File: config.mk
export PLATFORM = sky130hd
export DESIGN_NAME = radial_warp_source_address_unit
export DESIGN_NICKNAME = d
export VERILOG_FILES = /design/src/sv/rwsa_pkg.sv /design/src/sv/radial_warp_source_address_unit.sv
export SDC_FILE = /design/constraint.sdc
export NUM_CORES = 2
export LEC_CHECK = 0
export ABC_AREA = 0
export BUFFER_PORTS_ARGS = -buffer_cell sky130_fd_sc_hd__buf_2
export CAP_MARGIN = 40
export CORE_MARGIN = 4
export CORE_UTILIZATION = 40
export CTS_CLUSTER_SIZE = 20
export DETAILED_ROUTE_END_ITERATION = 7
export SYNTH_ARGS = -nofsm -noshare
export SYNTH_HDL_FRONTEND = slang
export SYNTH_SLANG_ARGS = --single-unit
File: constraint.sdc
create_clock -name clk -period 6.87 [get_ports clk]
set_clock_uncertainty 0.2 [all_clocks]
set_input_delay 0.687 -clock clk [delete_from_list [all_inputs] [get_ports clk]]
set_output_delay 0.687 -clock clk [all_outputs]
set_load 0.05 [all_outputs]
File: src/sv/rwsa_pkg.sv
`default_nettype none

package rwsa_pkg;

    // Configuration register indexes.
    localparam logic [2:0] REG_WARP_X_GAIN  = 3'd0;
    localparam logic [2:0] REG_WARP_Y_GAIN  = 3'd1;
    localparam logic [2:0] REG_RIPPLE_RATE  = 3'd2;
    localparam logic [2:0] REG_FRAME_WIDTH  = 3'd3;
    localparam logic [2:0] REG_FRAME_HEIGHT = 3'd4;

    localparam logic [10:0] FRAME_WIDTH_RESET  = 11'd640;
    localparam logic [10:0] FRAME_HEIGHT_RESET = 11'd480;

    // Width of the signed sum of a coordinate and its offset.
    localparam int SUM_W = 12;

    // Quarter wave: entry m holds trunc(sin(m*pi/256) * 32767), m = 0..128.
    localparam int QSIN_ENTRIES = 129;
    localparam real PI_R = 3.14159265358979323846;

    typedef logic [14:0] qsin_tab_t [0:QSIN_ENTRIES-1];

    function automatic qsin_tab_t build_qsin();
        qsin_tab_t t;
        real a;
        for (int m = 0; m < QSIN_ENTRIES; m++)
        begin
            if (m == 0)
            begin
                t[m] = 15'd0;
            end
            else if (m >= 128)
            begin
                t[m] = 15'd32767;
            end
            else
            begin
                a = $sin(real'(m) * PI_R / 256.0) * 32767.0;
                t[m] = 15'(int'($floor(a)));
            end
        end
        return t;
    endfunction

    localparam qsin_tab_t QSIN = build_qsin();

    // Full sine for an even ROM index, given as its half q = (index >> 1) mod 512.
    function automatic logic signed [15:0] sine_lookup(input logic [8:0] q);
        logic [7:0]  idx;
        logic        neg;
        logic [14:0] mag;
        if (q < 9'd128)
        begin
            idx = {1'b0, q[6:0]};
            neg = 1'b0;
        end
        else if (q < 9'd256)
        begin
            idx = 8'(9'd256 - q);
            neg = 1'b0;
        end
        else if (q < 9'd384)
        begin
            idx = {1'b0, q[6:0]};
            neg = 1'b1;
        end
        else
        begin
            idx = 8'(10'd512 - {1'b0, q});
            neg = 1'b1;
        end
        mag = QSIN[idx];
        return neg ? -$signed({1'b0, mag}) : $signed({1'b0, mag});
    endfunction

endpackage

`default_nettype wire

File: src/sv/radial_warp_source_address_unit.sv
// Radial warp source address unit.
// One request per cycle unless the output stalls a full pipeline; six register stages,
// each with its own valid bit, carry each accepted request in order to its result.
// A stage holds only while it and every stage after it are full, so bubbles close up.
// Reset (rst_n low, asynchronous) empties the pipeline, zeroes the gains and the rate,
// and sets the frame to 640 by 480.
`default_nettype none

module radial_warp_source_address_unit #(
    parameter int MAX_WIDTH    = 1024,
    parameter int MAX_HEIGHT   = 1024,
    parameter int SINE_ENTRIES = 1024
) (
    input  wire logic        clk,
    input  wire logic        rst_n,
    // Configuration write channel.
    input  wire logic        cfg_valid,
    output logic             cfg_ready,
    input  wire logic [2:0]  cfg_index,
    input  wire logic [10:0] cfg_data,
    // Input stream. tdata, lowest bit up: pixel_x[9:0], pixel_y[19:10],
    // radius_index[28:20], zero padding [31:29].
    input  wire logic        s_axis_tvalid,
    output logic             s_axis_tready,
    input  wire logic [31:0] s_axis_tdata,
    // Output stream. tdata, lowest bit up: source_x[9:0], source_y[19:10],
    // source_address[39:20].
    output logic             m_axis_tvalid,
    input  wire logic        m_axis_tready,
    output logic [39:0]      m_axis_tdata
);

    // Widths that follow from the largest frame. WW holds the saturated width
    // itself, XW and YW hold a clamped column or row.
    localparam int WW = $clog2(MAX_WIDTH + 1);
    localparam int HW = $clog2(MAX_HEIGHT + 1);
    localparam int XW = (MAX_WIDTH > 2) ? $clog2(MAX_WIDTH - 1) : 1;
    localparam int YW = (MAX_HEIGHT > 2) ? $clog2(MAX_HEIGHT - 1) : 1;
    localparam int AW = YW + WW + 1;
    localparam int STAGES = 6;
    // The phase keeps bits 4 up to the ROM depth; one quarter of the ROM is
    // the cosine shift.
    localparam int QW = $clog2(SINE_ENTRIES) - 1;
    localparam int QUARTER = SINE_ENTRIES / 8;

    // ------------------------------------------------------------------
    // Configuration registers. Writes are always taken.
    // ------------------------------------------------------------------
    logic signed [7:0] x_gain_reg;
    logic signed [7:0] y_gain_reg;
    logic signed [7:0] rate_reg;
    logic [10:0]       width_reg;
    logic [10:0]       height_reg;

    assign cfg_ready = 1'b1;

    always_ff @(posedge clk or negedge rst_n)
    begin
        if (!rst_n)
        begin
            x_gain_reg <= '0;
            y_gain_reg <= '0;
            rate_reg   <= '0;
            width_reg  <= rwsa_pkg::FRAME_WIDTH_RESET;
            height_reg <= rwsa_pkg::FRAME_HEIGHT_RESET;
        end
        else if (cfg_valid && cfg_ready)
        begin
            case (cfg_index)
                rwsa_pkg::REG_WARP_X_GAIN:  x_gain_reg <= cfg_data[7:0];
                rwsa_pkg::REG_WARP_Y_GAIN:  y_gain_reg <= cfg_data[7:0];
                rwsa_pkg::REG_RIPPLE_RATE:  rate_reg   <= cfg_data[7:0];
                rwsa_pkg::REG_FRAME_WIDTH:  width_reg  <= cfg_data;
                rwsa_pkg::REG_FRAME_HEIGHT: height_reg <= cfg_data;
                default: ;
            endcase
        end
    end

    // Frame size saturated to 2..MAX, and the clamp limits derived from it.
    logic [WW-1:0] w_sat;
    logic [HW-1:0] h_sat;
    logic [XW-1:0] x_lim;
    logic [YW-1:0] y_lim;

    always_comb
    begin
        if (width_reg < 11'd2)
            w_sat = WW'(2);
        else if (int'(width_reg) > MAX_WIDTH)
            w_sat = WW'(MAX_WIDTH);
        else
            w_sat = WW'(width_reg);

        if (height_reg < 11'd2)
            h_sat = HW'(2);
        else if (int'(height_reg) > MAX_HEIGHT)
            h_sat = HW'(MAX_HEIGHT);
        else
            h_sat = HW'(height_reg);

        x_lim = XW'(w_sat - WW'(2));
        y_lim = YW'(h_sat - HW'(2));
    end

    // ------------------------------------------------------------------
    // Pipeline flow control. Stage k loads when it is empty or when the
    // stage after it moves on; the last stage moves on when the output
    // request is taken.
    // ------------------------------------------------------------------
    logic [STAGES-1:0] valid_reg;
    logic [STAGES-1:0] valid_next;
    logic [STAGES-1:0] load;

    always_comb
    begin
        load[STAGES-1] = !valid_reg[STAGES-1] || m_axis_tready;
        for (int k = STAGES - 2; k >= 0; k--)
        begin
            load[k] = !valid_reg[k] || load[k+1];
        end
        valid_next[0] = s_axis_tvalid;
        for (int k = 1; k < STAGES; k++)
        begin
            valid_next[k] = valid_reg[k-1];
        end
    end

    always_ff @(posedge clk or negedge rst_n)
    begin
        if (!rst_n)
        begin
            valid_reg <= '0;
        end
        else
        begin
            for (int k = 0; k < STAGES; k++)
            begin
                if (load[k])
                    valid_reg[k] <= valid_next[k];
            end
        end
    end

    assign s_axis_tready = load[0];

    // ------------------------------------------------------------------
    // Stage 1: capture the request.
    // ------------------------------------------------------------------
    logic [9:0] px1_reg, py1_reg;
    logic [8:0] r1_reg;

    always_ff @(posedge clk)
    begin
        if (load[0])
        begin
            px1_reg <= s_axis_tdata[9:0];
            py1_reg <= s_axis_tdata[19:10];
            r1_reg  <= s_axis_tdata[28:20];
        end
    end

    // ------------------------------------------------------------------
    // Stage 2: ripple phase c = r * rate. The ROM index is (c >> 3) with the
    // low bit cleared, so only its half c[12:4] is kept.
    // ------------------------------------------------------------------
    logic signed [17:0] phase;
    logic [9:0]         px2_reg, py2_reg;
    logic [QW-1:0]      q2_reg;

    assign phase = 18'($signed({1'b0, r1_reg})) * 18'(rate_reg);

    always_ff @(posedge clk)
    begin
        if (load[1])
        begin
            px2_reg <= px1_reg;
            py2_reg <= py1_reg;
            q2_reg  <= phase[QW+3:4];
        end
    end

    // ------------------------------------------------------------------
    // Stage 3: sine ROM reads. The horizontal term reads a quarter wave
    // further on, which is the cosine.
    // ------------------------------------------------------------------
    logic [9:0]         px3_reg, py3_reg;
    logic signed [15:0] sin_y3_reg, sin_x3_reg;

    always_ff @(posedge clk)
    begin
        if (load[2])
        begin
            px3_reg    <= px2_reg;
            py3_reg    <= py2_reg;
            sin_y3_reg <= rwsa_pkg::sine_lookup(q2_reg);
            sin_x3_reg <= rwsa_pkg::sine_lookup(q2_reg + QW'(QUARTER));
        end
    end

    // ------------------------------------------------------------------
    // Stage 4: scale by the gains.
    // ------------------------------------------------------------------
    logic [9:0]         px4_reg, py4_reg;
    logic signed [23:0] prod_y4_reg, prod_x4_reg;

    always_ff @(posedge clk)
    begin
        if (load[3])
        begin
            px4_reg     <= px3_reg;
            py4_reg     <= py3_reg;
            prod_y4_reg <= 24'(sin_y3_reg) * 24'(y_gain_reg);
            prod_x4_reg <= 24'(sin_x3_reg) * 24'(x_gain_reg);
        end
    end

    // ------------------------------------------------------------------
    // Stage 5: offsets are the products shifted down by 15, rounding toward
    // minus infinity (taking the upper bits does exactly that). Add them to
    // the position and clamp into the frame.
    // ------------------------------------------------------------------
    logic signed [8:0]               dx, dy;
    logic signed [rwsa_pkg::SUM_W-1:0] sum_x, sum_y;
    logic [XW-1:0]                   sx_next;
    logic [YW-1:0]                   sy_next;
    logic [XW-1:0]                   sx5_reg;
    logic [YW-1:0]                   sy5_reg;

    always_comb
    begin
        dx    = prod_x4_reg[23:15];
        dy    = prod_y4_reg[23:15];
        sum_x = $signed({2'b00, px4_reg}) + rwsa_pkg::SUM_W'(dx);
        sum_y = $signed({2'b00, py4_reg}) + rwsa_pkg::SUM_W'(dy);

        if (sum_x < 0)
            sx_next = '0;
        else if (int'(sum_x) > int'(x_lim))
            sx_next = x_lim;
        else
            sx_next = XW'(sum_x);

        if (sum_y < 0)
            sy_next = '0;
        else if (int'(sum_y) > int'(y_lim))
            sy_next = y_lim;
        else
            sy_next = YW'(sum_y);
    end

    always_ff @(posedge clk)
    begin
        if (load[4])
        begin
            sx5_reg <= sx_next;
            sy5_reg <= sy_next;
        end
    end

    // ------------------------------------------------------------------
    // Stage 6: linear address, the output register.
    // ------------------------------------------------------------------
    logic [AW-1:0] addr_next;
    logic [AW-1:0] addr6_reg;
    logic [XW-1:0] sx6_reg;
    logic [YW-1:0] sy6_reg;

    assign addr_next = AW'(sy5_reg) * AW'(w_sat) + AW'(sx5_reg);

    always_ff @(posedge clk)
    begin
        if (load[5])
        begin
            sx6_reg   <= sx5_reg;
            sy6_reg   <= sy5_reg;
            addr6_reg <= addr_next;
        end
    end

    // Output fields keep their low bits only.
    logic [31:0] sx_out, sy_out;
    logic [63:0] addr_out;

    assign sx_out   = 32'(sx6_reg);
    assign sy_out   = 32'(sy6_reg);
    assign addr_out = 64'(addr6_reg);

    assign m_axis_tvalid = valid_reg[STAGES-1];
    assign m_axis_tdata  = {addr_out[19:0], sy_out[9:0], sx_out[9:0]};

    // ------------------------------------------------------------------
    // Assertions.
    // ------------------------------------------------------------------

    // The input side stalls only when the whole pipeline is full and the
    // output request is held back.
    assert property (@(posedge clk) disable iff (!rst_n)
        !s_axis_tready |-> (&valid_reg) && !m_axis_tready)
    else $error("input stalled while the pipeline had room");

    // An accepted request occupies the first stage on the next cycle.
    assert property (@(posedge clk) disable iff (!rst_n)
        s_axis_tvalid && s_axis_tready |=> valid_reg[0])
    else $error("accepted request was lost at the first stage");

    // The fourth stage, when full and unable to move on, keeps its valid bit.
    assert property (@(posedge clk) disable iff (!rst_n)
        valid_reg[3] && !load[4] |=> valid_reg[3])
    else $error("stalled stage dropped its request");

endmodule

`default_nettype wire

# Word level (Yosys, flattened, before mapping)
# Memories as Yosys holds them, arrays and structs flattened.
# Cells that the tools add are included.
totals:
  regBits: 290
  romBits: 7680
  inputBits: 51
  out_inout_bits: 43
  elab_cells: 116
  memories: 2
op_classes:
  n_addsub: 12
  n_mul: 4
  magnitude_cmp: 16
  n_eq_ne: 4
  n_mux: 26
  bitwise_logic: 2
  n_reduce_logical: 18
memory_table:
  columns: ["memory", "words", "word_bits", "rd", "rd_ports_with_merged_regs", "write_ports", "line_no", "text"]
  rows:
  - ["(name not given)", 256, 15, 1, 0, 0, "rwsa_pkg.sv:73", "mag = QSIN[idx];"]
  - ["(name not given)", 256, 15, 1, 0, 0, "rwsa_pkg.sv:73", null]
ops:
  columns: ["op", "count"]
  rows:
  - ["$mux 15", 6]
  - ["$mux 8", 8]
  - ["$mul 16x8->24", 2]
  - ["$mux 10", 4]
  - ["$lt 9x9->1 const B", 4]
  - ["$neg 15->16", 2]
  - ["$sub 1x8->8 const A", 4]
  - ["$add 11x9->12", 2]
  - ["$gt 12x11->1", 2]
  - ["$lt 12x1->1 const B", 2]
  - ["$gt 11x11->1 const B", 2]
  - ["$lt 11x2->1 const B", 2]
  - ["$mux 11", 2]
  - ["$add 20x10->20", 1]
  - ["$mul 10x11->20", 1]
  - ["$sub 10x2->10 const B", 2]
  - ["$ge 9x9->1 const B", 2]
  - ["$lt 9x8->1 const B", 2]
  - ["$not 8->9", 2]
  - ["$mul 10x8->13", 1]
  - ["$reduce_and 2->1", 5]
  - ["$add 9x8->9 const B", 1]
  - ["$eq 3x2->1 const B", 2]
  - ["$logic_not 1->1", 6]
  - ["other kinds (5)", 15]

# Logic depth before layout (Yosys ltp)
depth:
  word_depth: 12
  depth_mapped: 27
  mapped_depth_nobuf: 25

# Worst setup path before layout
# Ideal clock, no wire load.
synth_timing:
  path_kind: "register -> register"
  start: "reg width_reg[4]"
  end: "reg addr6_reg[19], data pin"
  setup_ns: 0.268
  arrival_ns: 5.876
  required_ns: 6.402
  setup_slack_ns: 0.526
  path_stages_with_launch: 25
  path_buffers: 2
  synth_period_minus_slack_ns: 6.344
  path_cell_list: "dfrtp_1 > nor4_1 > nand3_1 > o21ai_0 > clkbuf_1 > and2_1 > clkbuf_1 > nand2_1 > fa_1 > inv_1 > fa_1 > fa_1 > fa_1 > inv_1 > fa_1 > inv_1 > ha_1 > or3_1 > o211ai_1 > a21boi_0 > o21ai_0 > a21oi_1 > a21o_1 > o41ai_1 > xnor2_1"
synth_via:
  elab_chain_cells: 5
  elab_cells_between_ends: 6
  classes_between: "add/sub: 1; mul: 1; order compare: 2; mux: 2"
synth_rtl:
  columns: ["element", "line_no", "text"]
  rows:
  - ["start, declared", "radial_warp_source_address_unit.sv:52", "logic [10:0] width_reg;"]
  - ["start signal, assigned", "radial_warp_source_address_unit.sv:64", "width_reg <= rwsa_pkg::FRAME_WIDTH_RESET;"]
  - ["start signal, assigned", "radial_warp_source_address_unit.sv:73", "rwsa_pkg::REG_FRAME_WIDTH: width_reg <= cfg_data;"]
  - ["$gt 11x11->1", "radial_warp_source_address_unit.sv:90", "else if (int'(width_reg) > MAX_WIDTH)"]
  - ["$mux 11", "radial_warp_source_address_unit.sv:90", null]
  - ["$mux 11 *", "radial_warp_source_address_unit.sv:88", "if (width_reg < 11'd2)"]
  - ["$mul 10x11->20 *", "radial_warp_source_address_unit.sv:269", "assign addr_next = AW'(sy5_reg) * AW'(w_sat) + AW'(sx5_reg);"]
  - ["$add 20x10->20 *", "radial_warp_source_address_unit.sv:269", null]
  - ["via addr_next[19]", "radial_warp_source_address_unit.sv:264", "logic [AW-1:0] addr_next;"]
  - ["end signal, assigned", "radial_warp_source_address_unit.sv:277", "addr6_reg <= addr_next;"]
  - ["end, declared", "radial_warp_source_address_unit.sv:265", "logic [AW-1:0] addr6_reg;"]
# Mark *: on every way through the listed nets, which the timed path passes. The rest lies on a longest branch.
# A chain may end at the register's enable or synchronous reset.

# Worst setup path after layout
layout_timing:
  start: "reg width_reg[8]"
  end: "reg addr6_reg[19], data pin"
# Same word-level chain as after synthesis.

==> summary.md <==
| Metric | Value |
|---|---|
| Leading cell type in the layout, fill and taps excluded | inv_1 |
| Wire per inst | slightly below 20 um |
| Fin. Hold Viols | 0 |
| Via count | ~25,000 |
| Setup crit end kind | register |
| Vias per cell | 5.62 |
| R2R Setup Slk | 480 ps |
| Port Buf Inserts | between 80 and 90 |
| Die Y-Extent | 291 um |
| Drt drc | 0 |
| Post-Syn Area | 32,000 um2 |
| Outcome | complete, no violations |
| Initial antenna violation count | 2 |
| RSZ-0062 raised after global routing | false |
| Gate Count Post-Synth | between 3,000 and 4,000 |
| Largest stage delay, worst path | 520 ps |
| Crit-path slowest cell | fa_1 |
| CTS buffer count | 27 |
| Root Buffer | clkbuf_16 |
| First-pass GRT wire length | 140 mm |
| Top Family by Delay on Critical Path | adder cells |
| Final Slew Violations | 0 |
| TritonCTS clock tree | built |
| Setup TNS | 0 ps |
| Top-level I/O count | 94 |
| Crit path time final | 6390 ps |
| Die area | 84,500 um2 |
| Vias in the first global route | approximately 25,000 |
| RR Startpoint | width_reg[8]$_DFFE_PN0P_ |
| Largest net degree at the start of global routing | 72 |
| Placer Congestion | between 0.9 and 1 |
| EDFF count, synth | 208 |
| WP data required | roughly 7000 ps |
| Core ar. | 79,100 um2 |
| FF+latch area | 7550 um2 |
| Yosys reg bits | 260 |
| 1st-pass router iterations | 8 |
| Average size of a mapped cell | 9.35 um2 |
| Worst Path Arrival | 6500 ps |
| Final setup violation count | 0 |
| Rel. slew slack | 33.4% |
| Period Utilization, post-route | 92.9% |
| Critical Path Start Type | register |
| Layout cells sized above 1 | 10.6% |
| Clock transition at the registers of the reported paths | 70 ps |
| Hpwl dp | approximately 65 mm |
| Area delta synth->final | 7.57% |
| CP dominant cell by count | fa_1 |
| Worst Path Max Fanout | 5 |
| Clk_lat worst skew | 570 ps |
| GRT Overall Usage | 20.3% |
| Post-route ant nets | 0 |
| Worst-Margin Slew | 999 ps |
| Yosys warning count | 0 |
| Worst-path cell chain | nor4_1 > nand3_1 > o21ai_1 > and2_1 > buf_4 > nand2_1 > fa_1 > fa_1 > inv_1 > fa_1 > fa_1 > inv_1 > fa_1 > inv_1 > ha_1 > or3_1 > o211ai_1 > a21boi_0 > o21ai_1 > a21oi_1 > a21o_1 > o41ai_2 > xnor2_1 |
| CP Class | reg2reg |
| Drt total wl | between 80 and 90 mm |
| Horiz. Die Dim | 291 um |
| Cts hold-fix bufs | 0 |
| Multi-input logic area | 21,800 um2 |
| HP Class | in2async |
| WP depth | 23 |
| Register area share after synthesis | 23.6% |
| Ys flop type | edfxtp_1 |
| Peak Freq | 157 MHz |
| Critical path buffers and inverters | 4 |
| MaxCap Viol Count | 0 |
| CTS sink count | 260 |
| Synth cell types | between 100 and 150 |
| FFs w/ async S/R, synth | 20.0% |
| DRT iter0 DRCs | 2,054 |
| Most frequent cells in the layout | inv_1, fa_1, nand2_1 |
| Worst r2r path cells | 23 |
| Nets | 4,045 |
| Max clock buf depth | 3 |
| Initial Util | 40.4% |
| GR Overflow Total | 0 |
| Layout fillers | 7,842 |
| Post-synth net total | approximately 4,000 |
| Worst reg2reg endpoint | addr6_reg[19]$_DFFE_PP_ |
| Post-CTS Setup Repair Bufs | 0 |
| FP Rows | approximately 100 |
| Number of flip-flops under the largest register name | 20 |
| H-tree lvl count | 1 |
==> cells in the mapped netlist, drive strengths merged, types with 16 or more instances <==
master  instances  area [um2]
inv           446        1670
fa            321        6430
nand2         276        1050
ha            244        3050
and2          234        1470
edfxtp        208        6250
o21ai         173         885
nor2          170         658
a21oi         159         811
clkbuf        100         375
xnor2          99         882
buf            97         636
nand3          72         393
nor3           66         373
nand2b         61         382
mux2           52         586
dfrtp          46        1150
a211oi         41         335
xor2           40         358
o22ai          33         213
a21o           29         218
and3           29         181
nor2b          28         175
o211ai         27         203
a31oi          25         163
a311oi         19         166
o21bai         18         135
nor4           17         113
o221ai         16         140
o31ai          16         140
==> per-layer routing <==
metal | wire length (um) | track usage [%] | vias to the layer above
met5 | 0 | 0 | -
li1 | - | - | 11700
met1 | 37700 | 27.8 | 12300
met3 | 7060 | 3.90 | 225
met4 | 3280 | 6.96 | 0
met2 | 39000 | 32.3 | 1010
==> through the flow <==
stage          worst slack (ps)  instance area, um2  utilization, %  cells  hold WS, ps
6_report                    485               34400            43.5   4501         17.9
5_1_grt                     106               34400            43.5   4500         54.2
4_1_cts                     213               34400            43.5   4500         22.3
3_5_place_dp                244               33500            42.3   4450          205
3_3_place_gp                299               33400            42.2   4441          202
2_1_floorplan               526               32000               -   3420          191
==> cell type report <==
cell class | instances | share of cell area (%)
Inverter | 448 | 4.89
Multi-Input combinational cell | 2515 | 63.3
Clock buffer | 39 | 2.31
Sequential cell | 260 | 22.0
Antenna cell | 1 | 0.00728
Clock inverter | 11 | 0.353
Tap cell | 1050 | 3.82
Timing Repair Buffer | 177 | 3.32
==> cell families (layout without fill, tap and decap cells) <==
kind of cell,Yosys count,in the layout,share of synthesized area (%)
simple gates,1022,1022,16.8
compound gates,724,724,15.4
buf+inv,645,675,8.43
fa+ha+maj,565,565,29.6
flops,260,260,23.6
xor+xnor,139,139,3.88
mux,64,64,2.25
other cells,1,2,0.0117
==> worst max path at each step <==
stage	start	end	slack [ps]
3_3_place_gp	width_reg[8]$_DFFE_PN0P_	addr6_reg[19]$_DFFE_PP_	300
4_1_cts	width_reg[8]$_DFFE_PN0P_	addr6_reg[19]$_DFFE_PP_	210
5_1_grt	width_reg[8]$_DFFE_PN0P_	addr6_reg[19]$_DFFE_PP_	110
3_5_place_dp	width_reg[8]$_DFFE_PN0P_	addr6_reg[19]$_DFFE_PP_	240
2_1_floorplan	width_reg[4]$_DFFE_PN0P_	addr6_reg[19]$_DFFE_PP_	530
6_report	width_reg[8]$_DFFE_PN0P_	addr6_reg[19]$_DFFE_PP_	480
==> repair_timing <==
action | 4_1_cts | 5_1_grt
hold endpoints to repair | 0 | 0
endpoints found under the setup margin | 0 | 1
resized for setup | 0 | 3
Power is not shown: default switching activity piles up to over one toggle a cycle in this logic, so the estimate is an artifact.
